$ cat src/mfq_ram.sv
// ----------------------------------------------------------------------------
// mfq_ram
// Generic single-write, single-read RAM with registered read data.
// ----------------------------------------------------------------------------
module mfq_ram #(
    parameter int WIDTH = 96,
    parameter int DEPTH = 32
) (
    input  logic                     i_clk,
    input  logic                     i_we,
    input  logic [$clog2(DEPTH)-1:0] i_waddr,
    input  logic [WIDTH-1:0]         i_wdata,
    input  logic [$clog2(DEPTH)-1:0] i_raddr,
    output logic [WIDTH-1:0]         o_rdata
);
    logic [WIDTH-1:0] r_mem [DEPTH];
    logic [WIDTH-1:0] r_rdata;

    always_ff @(posedge i_clk) begin
        if (i_we) begin
            r_mem[i_waddr] <= i_wdata;
        end
        r_rdata <= r_mem[i_raddr];
    end

    assign o_rdata = r_rdata;
endmodule

$ cat config.mk
export PLATFORM = sky130hd
export DESIGN_NAME = mfq_ram
export DESIGN_NICKNAME = d
export VERILOG_FILES = /design/src/mfq_ram.sv
export SDC_FILE = /design/constraint.sdc
export NUM_CORES = 2
export LEC_CHECK = 0
export ABC_AREA = 1
export BUFFER_PORTS_ARGS = -buffer_cell sky130_fd_sc_hd__buf_2
export CAP_MARGIN = 5
export CORE_UTILIZATION = 45
export CTS_CLUSTER_DIAMETER = 60
export DETAILED_ROUTE_END_ITERATION = 6
export HOLD_SLACK_MARGIN = 0.1
export SLEW_MARGIN = 40
export SYNTH_ARGS = -nofsm -noshare
export SYNTH_HDL_FRONTEND = slang
export SYNTH_SLANG_ARGS = --single-unit
$ cat constraint.sdc
create_clock -name i_clk -period 5.5 [get_ports i_clk]
set_input_delay 0.55 -clock i_clk [delete_from_list [all_inputs] [get_ports i_clk]]
set_output_delay 0.55 -clock i_clk [all_outputs]
set_load 0.005 [all_outputs]
==> results.toml <==
[cts]
clk_pin_slew_worst_paths_ns = 0.06
clock_sinks = 3168
clk-insertion-delay-late_ns = 0.95
cts_buffers = 339
clk_path_buf_depth = 4
ctsHtreeMaxLevel = 5
cts_tree = "built"
post_cts_buffers = 0
clockRootBuffer = "clkbuf_16"

[synth]
synth_cell_type_count = 15
synth.largest_area_cell = "edfxtp_1"
yosys_warnings = 0
syn-num-nets = 10200
seq_area_frac_synth_pct = 75.3
synthMuxAreaShare_pct = 0
syn_area_sq_um = 125000
syn_inst = 10100
ys_ff_latch = 3168
synthDominantCellAreaShare_pct = 73.8
syn_avg_cell_area_sq_um = 12.4
synth_simple_gate_area_share_pct = 21.6
ys_top_cells_by_area = "edfxtp_1, nand3_1, nand2_1"
synth_adder_area_share_pct = 0
synth_compound_area_share_pct = 0
synth_xor_area_share_pct = 0
synth_top_family_by_area = "simple AND/OR/NAND/NOR gates"

[floorplanning]
die_area_sq_um = 280000
fp.dieW_um = 529
start_util_pct = 45.2
fp.coreArea_sq_um = 276000
rows = 193
die_y_um = 529
pin_count = 204

[worst_setup_path]
r2r-start = "r_mem[8][68]"
critPathRequiredTime_ns = 6.31
end_kind = "flip-flop"
worstPathArrival_ns = 3.52
worstPathMaxFanout = 131
worst_r2r_path_depth = 6
reg2reg_to = "o_rdata[68]"
critical_path_class = "in -> reg"
start_kind = "input port"
rrSetupSlack_ns = 3.94

[placement]
gp_congestion = 0.779
post-place-ws_ns = 1.89
numPortBuffers = 203
placed_area_sq_um = 130000
dpl.hpwl_mm = 170

[route]
vias = 80000
drt-pass1-iter-count = 6
drcViolationCount = 0
drt-total-wl_mm = 348
ant_nets = 0
drtIter0Drc = 8782
wl_per_cell_um = 24.5
vias_per_cell = 5.63

[global_routing]
overflow = 0
grt_max_degree = 185
grt_util_all_layers_pct = 24.4
grt_pass1_wl_mm = 511
antenna_found_initial = 36
grt_pass1_vias = 75800

[sta]
fmax_mhz = 369
setup_viol = 0
fin_crit_ns = 2.71
rsz0062_at_grt = "no"
clock_skew_ns = 0.0565
fin_tns_setup_ns = 0
slew-limit-headroom_pct = 36.8
fin_crit_sh_pct = 49.3
layout_setup_ws_ns = 2.79
hold_viol_final = 0
slew_violations = 0
tightest_slew_ns = 0.948

[run_status]
status = "finished, final reports clean"

[finish]
fin_util_pct = 51.3
final_common_cell = "nand2_1"
areaGrowthSynthToFinish_pct = 13.3
nNetsFinal = 10300
final_cell_mix = "nand2_1, edfxtp_1, nand3_1"
post-route-cell-area_sq_um = 142000
drive_gt1_share_pct = 8.82

[min_path]
whs_path_depth = 1
min_from = "i_wdata[39]"
hp-class = "in -> reg"
worst_hold_path.endpoint = "r_mem[26][39]"

[power_and_ir_drop]
pwr_density_cell_nw_per_um2 = 375
ir_drop_uv = 285
p_total_mw = 53.2
p_leak_nw = 50.4

[job]
drv_cap = 0
-- registers in the layout, summed over array words and instances (netlist names) --
register	count
o_rdata	96
r_mem	3072
-- through the flow --
stage               hold WS, ns  cells
floorplan                 0.640  10100
global placement          0.679  13500
detailed placement        0.675  13500
CTS                       0.100  14200
global route              0.143  14200
finish                    0.141  14200
-- worst max-delay path, stage by stage --
cell and delay (ns):
buf_8 0.20, inv_16 0.29, buf_16 0.35, buf_16 0.44
buf_12 0.46, nand2_1 0.12, nand3_1 0.10, nand3_1 0.07
nand2_1 0.11, nand2_1 0.05, nand2_1 0.13, nand2_1 0.06
nand2_1 0.15
-- cell type report --
| class | instances | area, sq um |
|---|---|---|
| fillers | 23300 | 135000 |
| diodes | 12 | 30.0 |
| repair buffers | 404 | 4070 |
| flip-flops and latches | 3168 | 94200 |
| clock buffers | 441 | 9260 |
| multi-input cells | 6287 | 27200 |
| clock inverters | 186 | 2270 |
| inverters | 10 | 98.8 |
| well taps | 3705 | 4640 |
-- cell usage after synthesis --
master,n
buf_6,96
clkinv_1,2
buf_8,2
nand2_1,3558
buf_4,54
inv_4,1
inv_1,6
buf_2,380
edfxtp_1,3072
nand3_1,2697
inv_2,1
nor2_1,32
buf_1,36
dfxtp_1,96
clkbuf_1,92
-- worst max-delay path by stage --
stage                from             to  slack [ns]  cells after the start
2_1_floorplan  i_waddr[0]    r_mem[8][0]         0.1                      3
3_3_place_gp         i_we  r_mem[11][82]        2.17                      4
3_5_place_dp   i_raddr[0]    o_rdata[84]        1.89                     13
4_1_cts        i_raddr[0]    o_rdata[84]        2.82                     13
5_1_grt        i_raddr[0]    o_rdata[84]        2.60                     13
6_report       i_raddr[0]    o_rdata[84]        2.79                     13
-- power breakdown --
part           internal [mW]  switching, mW  total (mW)
Combinational          0.758           2.16        2.92
Sequential              26.8          0.142        27.0
Clock                   13.6           9.69        23.3
-- per-layer routing --
metal	vias to the layer above	share of wire, %	track usage, %
met4	20	2.8	7.11
met2	3573	48	40.0
met1	39700	42	34.0
met3	567	7.9	3.43
met5	-	0.033	0
li1	36100	-	-
-- cell families (layout without fill, tap and decap cells) --
group,count (synthesis),in the layout
and+or+nand+nor,6287,6287
DFF,3168,3168
other,0,12
buffers and inverters,670,1041
-- what timing repair did --
action / in CTS / in global routing
hold endpoints to repair: 460 / 0
gates resized for setup: 0 / 0
hold buffers: 27 / 0
No activity file was read; power rests on OpenSTA's default activity.
