<file path="src/mfq_pkg.sv">
// ----------------------------------------------------------------------------
// mfq_pkg
// Shared types, codes and constants for the mesh fit and grid quantizer.
// ----------------------------------------------------------------------------
package mfq_pkg;

    localparam int MAX_VERTICES_DEF = 32;
    localparam int MAX_FACES_DEF    = 31;
    localparam int COORD_BITS_DEF   = 32;

    localparam int GRID_W  = 12;   // digit / face index width
    localparam int LG_W    = 4;
    localparam int VSLOT_W = 6;
    localparam int FSLOT_W = 5;
    localparam int CNT_W   = 16;
    localparam int SEEN_W  = 17;
    localparam int CFG_W   = 6;

    localparam logic [SEEN_W-1:0] SEEN_MAX = {SEEN_W{1'b1}};
    localparam logic [CNT_W-1:0]  CNT_MAX  = {CNT_W{1'b1}};

    typedef enum logic [1:0] {
        OP_VERTEX = 2'd0,
        OP_FACE   = 2'd1,
        OP_FINISH = 2'd2
    } t_opcode;

    typedef enum logic [1:0] {
        KIND_VTX  = 2'd0,
        KIND_FACE = 2'd1,
        KIND_SUM  = 2'd2
    } t_kind;

    typedef enum logic [1:0] {
        CFG_GRID_LOG2    = 2'd0,
        CFG_VERTEX_SLOTS = 2'd1,
        CFG_FACE_SLOTS   = 2'd2
    } t_cfg_index;

    typedef enum logic [2:0] {
        S_IDLE,
        S_WIDTH,
        S_ADDR,
        S_LOAD,
        S_DIV,
        S_FILL,
        S_SUM
    } t_state;

    // control from the sequencer to every axis lane
    typedef struct packed {
        logic upd;    // vertex request: widen box
        logic clear;  // end of finish run
        logic start;  // begin quantizing one coordinate
        logic fill;   // slot holds a vertex and extent is nonzero
    } t_lane_ctl;

endpackage

</file>
<file path="src/mfq_lane.sv">
// ----------------------------------------------------------------------------
// mfq_lane
// One axis: bounding box tracking and a bit-serial grid quantizer.
// ----------------------------------------------------------------------------
module mfq_lane #(
    parameter int CW = mfq_pkg::COORD_BITS_DEF
) (
    input  logic                          i_clk,
    input  logic                          i_rst_n,
    input  mfq_pkg::t_lane_ctl            i_ctl,
    input  logic signed [CW-1:0]          i_coord,
    input  logic signed [CW-1:0]          i_p,
    input  logic [CW-1:0]                 i_w,
    input  logic [mfq_pkg::LG_W-1:0]      i_lg,
    output logic [CW-1:0]                 o_ext,
    output logic                          o_busy,
    output logic [mfq_pkg::GRID_W-1:0]    o_digit
);
    import mfq_pkg::*;

    localparam int NW = CW + 3;
    localparam logic signed [CW-1:0] TOP = {1'b0, {(CW-1){1'b1}}};
    localparam logic signed [CW-1:0] BOT = {1'b1, {(CW-1){1'b0}}};

    logic signed [CW-1:0] r_lo, r_hi;
    logic signed [CW:0]   r_sum;
    logic                 r_busy;
    logic [LG_W-1:0]      r_cnt;
    logic [CW:0]          r_rem, r_w2;
    logic [GRID_W-1:0]    r_q;

    logic signed [NW-1:0] w_num;
    logic [CW:0]          w_w2;
    logic [CW+1:0]        w_rem2;
    logic                 w_ge;
    logic [GRID_W:0]      w_cells;
    logic [GRID_W-1:0]    w_half, w_cmax;

    assign w_w2    = {i_w, 1'b0};
    assign w_num   = (NW'(i_p) <<< 1) - NW'(r_sum) + $signed({3'b000, i_w});
    assign w_rem2  = {r_rem, 1'b0};
    assign w_ge    = w_rem2 >= {1'b0, r_w2};
    assign w_cells = (GRID_W+1)'(1) << i_lg;
    assign w_half  = w_cells[GRID_W:1];
    assign w_cmax  = GRID_W'(w_cells - (GRID_W+1)'(1));

    // box
    always_ff @(posedge i_clk) begin
        if (!i_rst_n || i_ctl.clear) begin
            r_lo <= TOP;
            r_hi <= BOT;
        end else if (i_ctl.upd) begin
            if (i_coord < r_lo) begin
                r_lo <= i_coord;
            end
            if (i_coord > r_hi) begin
                r_hi <= i_coord;
            end
        end
        r_sum <= (CW+1)'(r_lo) + (CW+1)'(r_hi);
    end

    // quantizer: one quotient bit per cycle
    always_ff @(posedge i_clk) begin
        if (!i_rst_n) begin
            r_busy <= 1'b0;
            r_cnt  <= '0;
        end else if (i_ctl.start) begin
            r_w2 <= w_w2;
            r_cnt <= i_lg;
            r_busy <= 1'b0;
            if (!i_ctl.fill) begin
                r_q <= w_half;
            end else if (w_num < 0) begin
                r_q <= '0;
            end else if (w_num >= $signed({2'b00, w_w2})) begin
                r_q <= w_cmax;
            end else begin
                r_rem  <= w_num[CW:0];
                r_q    <= '0;
                r_busy <= 1'b1;
            end
        end else if (r_busy) begin
            r_q   <= {r_q[GRID_W-2:0], w_ge};
            r_rem <= w_ge ? (CW+1)'(w_rem2 - {1'b0, r_w2}) : w_rem2[CW:0];
            r_cnt <= r_cnt - LG_W'(1);
            if (r_cnt == LG_W'(1)) begin
                r_busy <= 1'b0;
            end
        end
    end

    assign o_ext   = CW'(r_hi - r_lo);
    assign o_busy  = r_busy;
    assign o_digit = r_q;
endmodule

</file>
<file path="config.mk">
export PLATFORM = sky130hd
export DESIGN_NAME = mfq_lane
export DESIGN_NICKNAME = d
export VERILOG_FILES = /design/src/mfq_pkg.sv /design/src/mfq_lane.sv
export SDC_FILE = /design/constraint.sdc
export NUM_CORES = 1
export LEC_CHECK = 0
export BUFFER_PORTS_ARGS = -buffer_cell sky130_fd_sc_hd__buf_2
export CORE_ASPECT_RATIO = 0.7
export CORE_MARGIN = 2
export CORE_UTILIZATION = 35
export CTS_CLUSTER_SIZE = 10
export DETAILED_ROUTE_END_ITERATION = 10
export GPL_TIMING_DRIVEN = 0
export HOLD_SLACK_MARGIN = 0.12
export MAX_ROUTING_LAYER = met4
export SLEW_MARGIN = 5
export SYNTH_ARGS = -nofsm -noshare
export SYNTH_HDL_FRONTEND = slang
export SYNTH_SLANG_ARGS = --single-unit
</file>
<file path="constraint.sdc">
create_clock -name i_clk -period 17.1 [get_ports i_clk]
set_clock_uncertainty 0.05 [all_clocks]
set_input_delay 1.71 -clock i_clk [delete_from_list [all_inputs] [get_ports i_clk]]
set_output_delay 1.71 -clock i_clk [all_outputs]
set_load 0.01 [all_outputs]
</file>
==> results.sh <==
export IMPL_first_iter_violations=1048
export IMPL_start_util=0.3524
export IMPL_p_seq_frac=0.254
export IMPL_drc=0
export IMPL_slew_headroom=0.3659
export IMPL_synth_edf_count=77
export IMPL_layout_cells_non_filler=2738
export IMPL_total_power_w=0.002220
export IMPL_rsz_0062_raised_after_global_routing="false"
export IMPL_clock_sinks=179
export IMPL_postSynth_asyncResetShare=0
export IMPL_design_final_nets=2482
export IMPL_layout_commonest_cell="inv_1"
export IMPL_design_die_area_um2=48240
export IMPL_setup_worst_path_class="input port to flip-flop"
export IMPL_cts_post_setup_buffers_inserted=0
export IMPL_antenna_left=0
export IMPL_syn_mean_instance_area_um2=8.363
export IMPL_finish_instance_area_um2=18370
export IMPL_timing_reg2reg_setup_slack_ns=10.21
export IMPL_leakage_nw=8.549
export IMPL_grt_pass1_wl_um=72740
export IMPL_final_cell_mix="inv_1, ha_1, nor2_1"
export IMPL_cp_required_ns=17.14
export IMPL_cts_tree="yes"
export IMPL_pin_count_of_the_biggest_net_entering_global_routing=34
export IMPL_setup_worst_path_end_class="flip-flop"
export IMPL_comb_power_share=0.565
export IMPL_path_delay_family="compound AO/OA/AOI/OAI gates"
export IMPL_dieWidth_um=261.7
export IMPL_status="finished, final reports clean"
export IMPL_synthToLayoutAreaGrowth_pct=12.90
export IMPL_worst_slew_pin_slew_ns=0.9247
export IMPL_chipHeight_um=184.4
export IMPL_post_route_cells_drive_above_1_share=0.09737
export IMPL_gr_usage_met2=0.3050
export IMPL_grt_pass1_vias=13690
export IMPL_gp_congestion=0.9340
export IMPL_holdBufCountCts=0
export IMPL_hold_viol_final=0
export IMPL_timing_critical_path_fanout_max=33
export IMPL_yosysSeqAreaShare=0.2677
export IMPL_synth_cell_area_um2=16270
export IMPL_setup_viol=0
export IMPL_placement_cell_area_um2=17780
export IMPL_clock_tree_root_cell="clkbuf_16"
export IMPL_port_buffers=149
export IMPL_grt_busiest_layer="met2"
export IMPL_postSynthRegisterBits=179
export IMPL_global_route_usage_total=0.1997
export IMPL_finalCritPeriodShare=0.4747
export IMPL_detail_route_wirelength_um=46360
export IMPL_drv_slew=0
export IMPL_worst_ep_arrival_time_ns=8.16
export IMPL_cts_buffers_inserted=17
export IMPL_count_of_vias_placed_by_the_detailed_router=14110
export IMPL_drt_vias_per_instance=5.153
export IMPL_power_report_internal_total_w=0.001255
export IMPL_grt_ovfl_total=0
export IMPL_worst_path_max_delay_cell="inv_2"
export IMPL_power_switching_share=0.4348
export IMPL_hpwlAfterDp_um=38470
export IMPL_post_cts_resized=0
export IMPL_critical_path_startpoint_type="input port"
export IMPL_postSynthNetCount=2314
export IMPL_net_switching_power_w=0.0009652
export IMPL_ys_warn_count=0
export IMPL_cell_chain_critical_path="buf_2 -> inv_1 -> fa_1 -> inv_1 -> ha_1 -> nand2_1 -> or3_1 -> or2_2 -> o31ai_1 -> a211oi_1 -> o21ai_0 -> a21oi_1 -> xnor2_1 -> ha_1 -> a211oi_1 -> o211ai_1 -> nor2_1 -> o2111ai_1 -> o21ai_0 -> nand3_1 -> o31ai_1 -> nand2_1 -> inv_2"
export IMPL_setup_tns_ns=0
export IMPL_timing_hold_ws_ns=0.4717
export IMPL_global_route_usage_met1=0.2752
export IMPL_p_clk_frac=0.181
export IMPL_post_route_min_period_ns=8.118
export IMPL_wl_per_cell_um=16.93
export IMPL_ys_types=75
export IMPL_ioPinCount=151
export IMPL_vdd_ir_drop_max_mv=0.09458
export IMPL_num_antenna_cells=0
export IMPL_core_area_um2=46160
export IMPL_synth_flop_type="dfxtp_1"
export IMPL_cells_after_synth=1945
export IMPL_cts_htree_levels=4
export IMPL_clk_latency_ns=0.47
export IMPL_clockBufferDepth=2
export IMPL_power_density_nw_per_um2=120.9
export IMPL_worst_path_buffer_plus_inverter_count=4
export IMPL_clk_pin_slew_ns=0.07
export IMPL_initial_antenna_violation_count=0
export IMPL_place_inst=2706
export IMPL_maximum_capacitance_violations=0
export IMPL_grtUsageMet3=0.02613
export IMPL_detail_route_first_pass_iterations=6
export IMPL_timing_critical_path_slowest_cell_delay_ns=0.60
export IMPL_hold_class="flip-flop to flip-flop"
export IMPL_max_clock_freq_mhz=123.2
export IMPL_rows=66
metrics by stage:
step                setup slack, ns  utilization
floorplan                     10.09            -
global placement              8.230       0.3851
detailed placement            8.161       0.3852
CTS                           8.620       0.3978
global route                  8.761       0.3978
finish                        8.982       0.3978
cell families (layout without fill, tap and decap cells):
logic type                 after synthesis  count (layout)  share of synthesized area
DFF                                    179             179                     0.2677
AOI/OAI and AO/OA                      511             511                     0.2051
muxes                                   44              44                    0.02738
and+or+nand+nor                        500             500                     0.1435
buffers and inverters                  340             521                    0.07969
adders and majority gates              263             263                     0.2184
xor gates and xnor gates               108             108                    0.05815
layer usage:
metal,up-vias,wire length (µm)
met5,-,0
met4,0,1039
met3,55,1737
met2,343,20470
met1,6571,23120
li1,7139,-
cell usage after synthesis, drive strengths merged, types with 19 or more instances:
cell type / number / share of area
a211oi: 22 / 0.010
a21o: 48 / 0.022
a21oi: 143 / 0.044
a31oi: 19 / 0.0073
clkbuf: 51 / 0.012
dfxtp: 102 / 0.13
edfxtp: 77 / 0.14
fa: 35 / 0.043
ha: 228 / 0.18
inv: 278 / 0.064
mux2i: 40 / 0.025
nand2: 133 / 0.031
nand2b: 25 / 0.0096
nand3: 25 / 0.0077
nand4: 24 / 0.0092
nor2: 167 / 0.039
nor2b: 27 / 0.010
nor3: 35 / 0.011
o211ai: 41 / 0.019
o21a: 24 / 0.011
o21ai: 102 / 0.031
o21bai: 19 / 0.0088
xnor2: 85 / 0.046
xor2: 23 / 0.012
final timing paths:
path / from / to / depth (start not counted)
min: r_lo[31]$_SDFFE_PP0P_ / r_lo[31]$_SDFFE_PP0P_ / 2
min reg2reg: r_lo[31]$_SDFFE_PP0P_ / r_lo[31]$_SDFFE_PP0P_ / 2
max reg2reg: r_sum[14]$_DFF_P_ / r_rem[8]$_DFFE_PP_ / 21
max: i_w[14] / r_rem[8]$_DFFE_PP_ / 23
layout make-up:
cell class | instances | area [µm²]
well taps | 612 | 765.7
inverters | 278 | 1044
clock inverters | 11 | 103.9
repair buffers | 149 | 745.7
multi-input cells | 1426 | 10620
fillers | 4562 | 27800
clock buffers | 21 | 481.7
flip-flops and latches | 179 | 4354
plain buffers | 62 | 252.7
power groups by stage:
stage	logic [W]	registers [W]	clock network [W]
2_1_floorplan	0.000929	0.000562	0
3_5_place_dp	0.00123	0.000573	0
3_3_place_gp	0.00121	0.000571	0
4_1_cts	0.00124	0.000563	0.000407
6_report	0.00126	0.000563	0.000401
5_1_grt	0.00141	0.000570	0.000420
flip-flops by register name (all words and copies together), names as in the netlist:
signal,flops
r_w2,32
r_sum,33
r_cnt,4
r_hi,32
r_rem,33
o_busy,1
r_lo,32
o_digit,12
worst min-delay path, delay by kind of cell, from the launching register on:
kind,cells,cell delay (ns)
DFF,1,0.32
buffers and inverters,1,0.08
AOI/OAI and AO/OA,1,0.07
(Power assumes the default switching activity.)
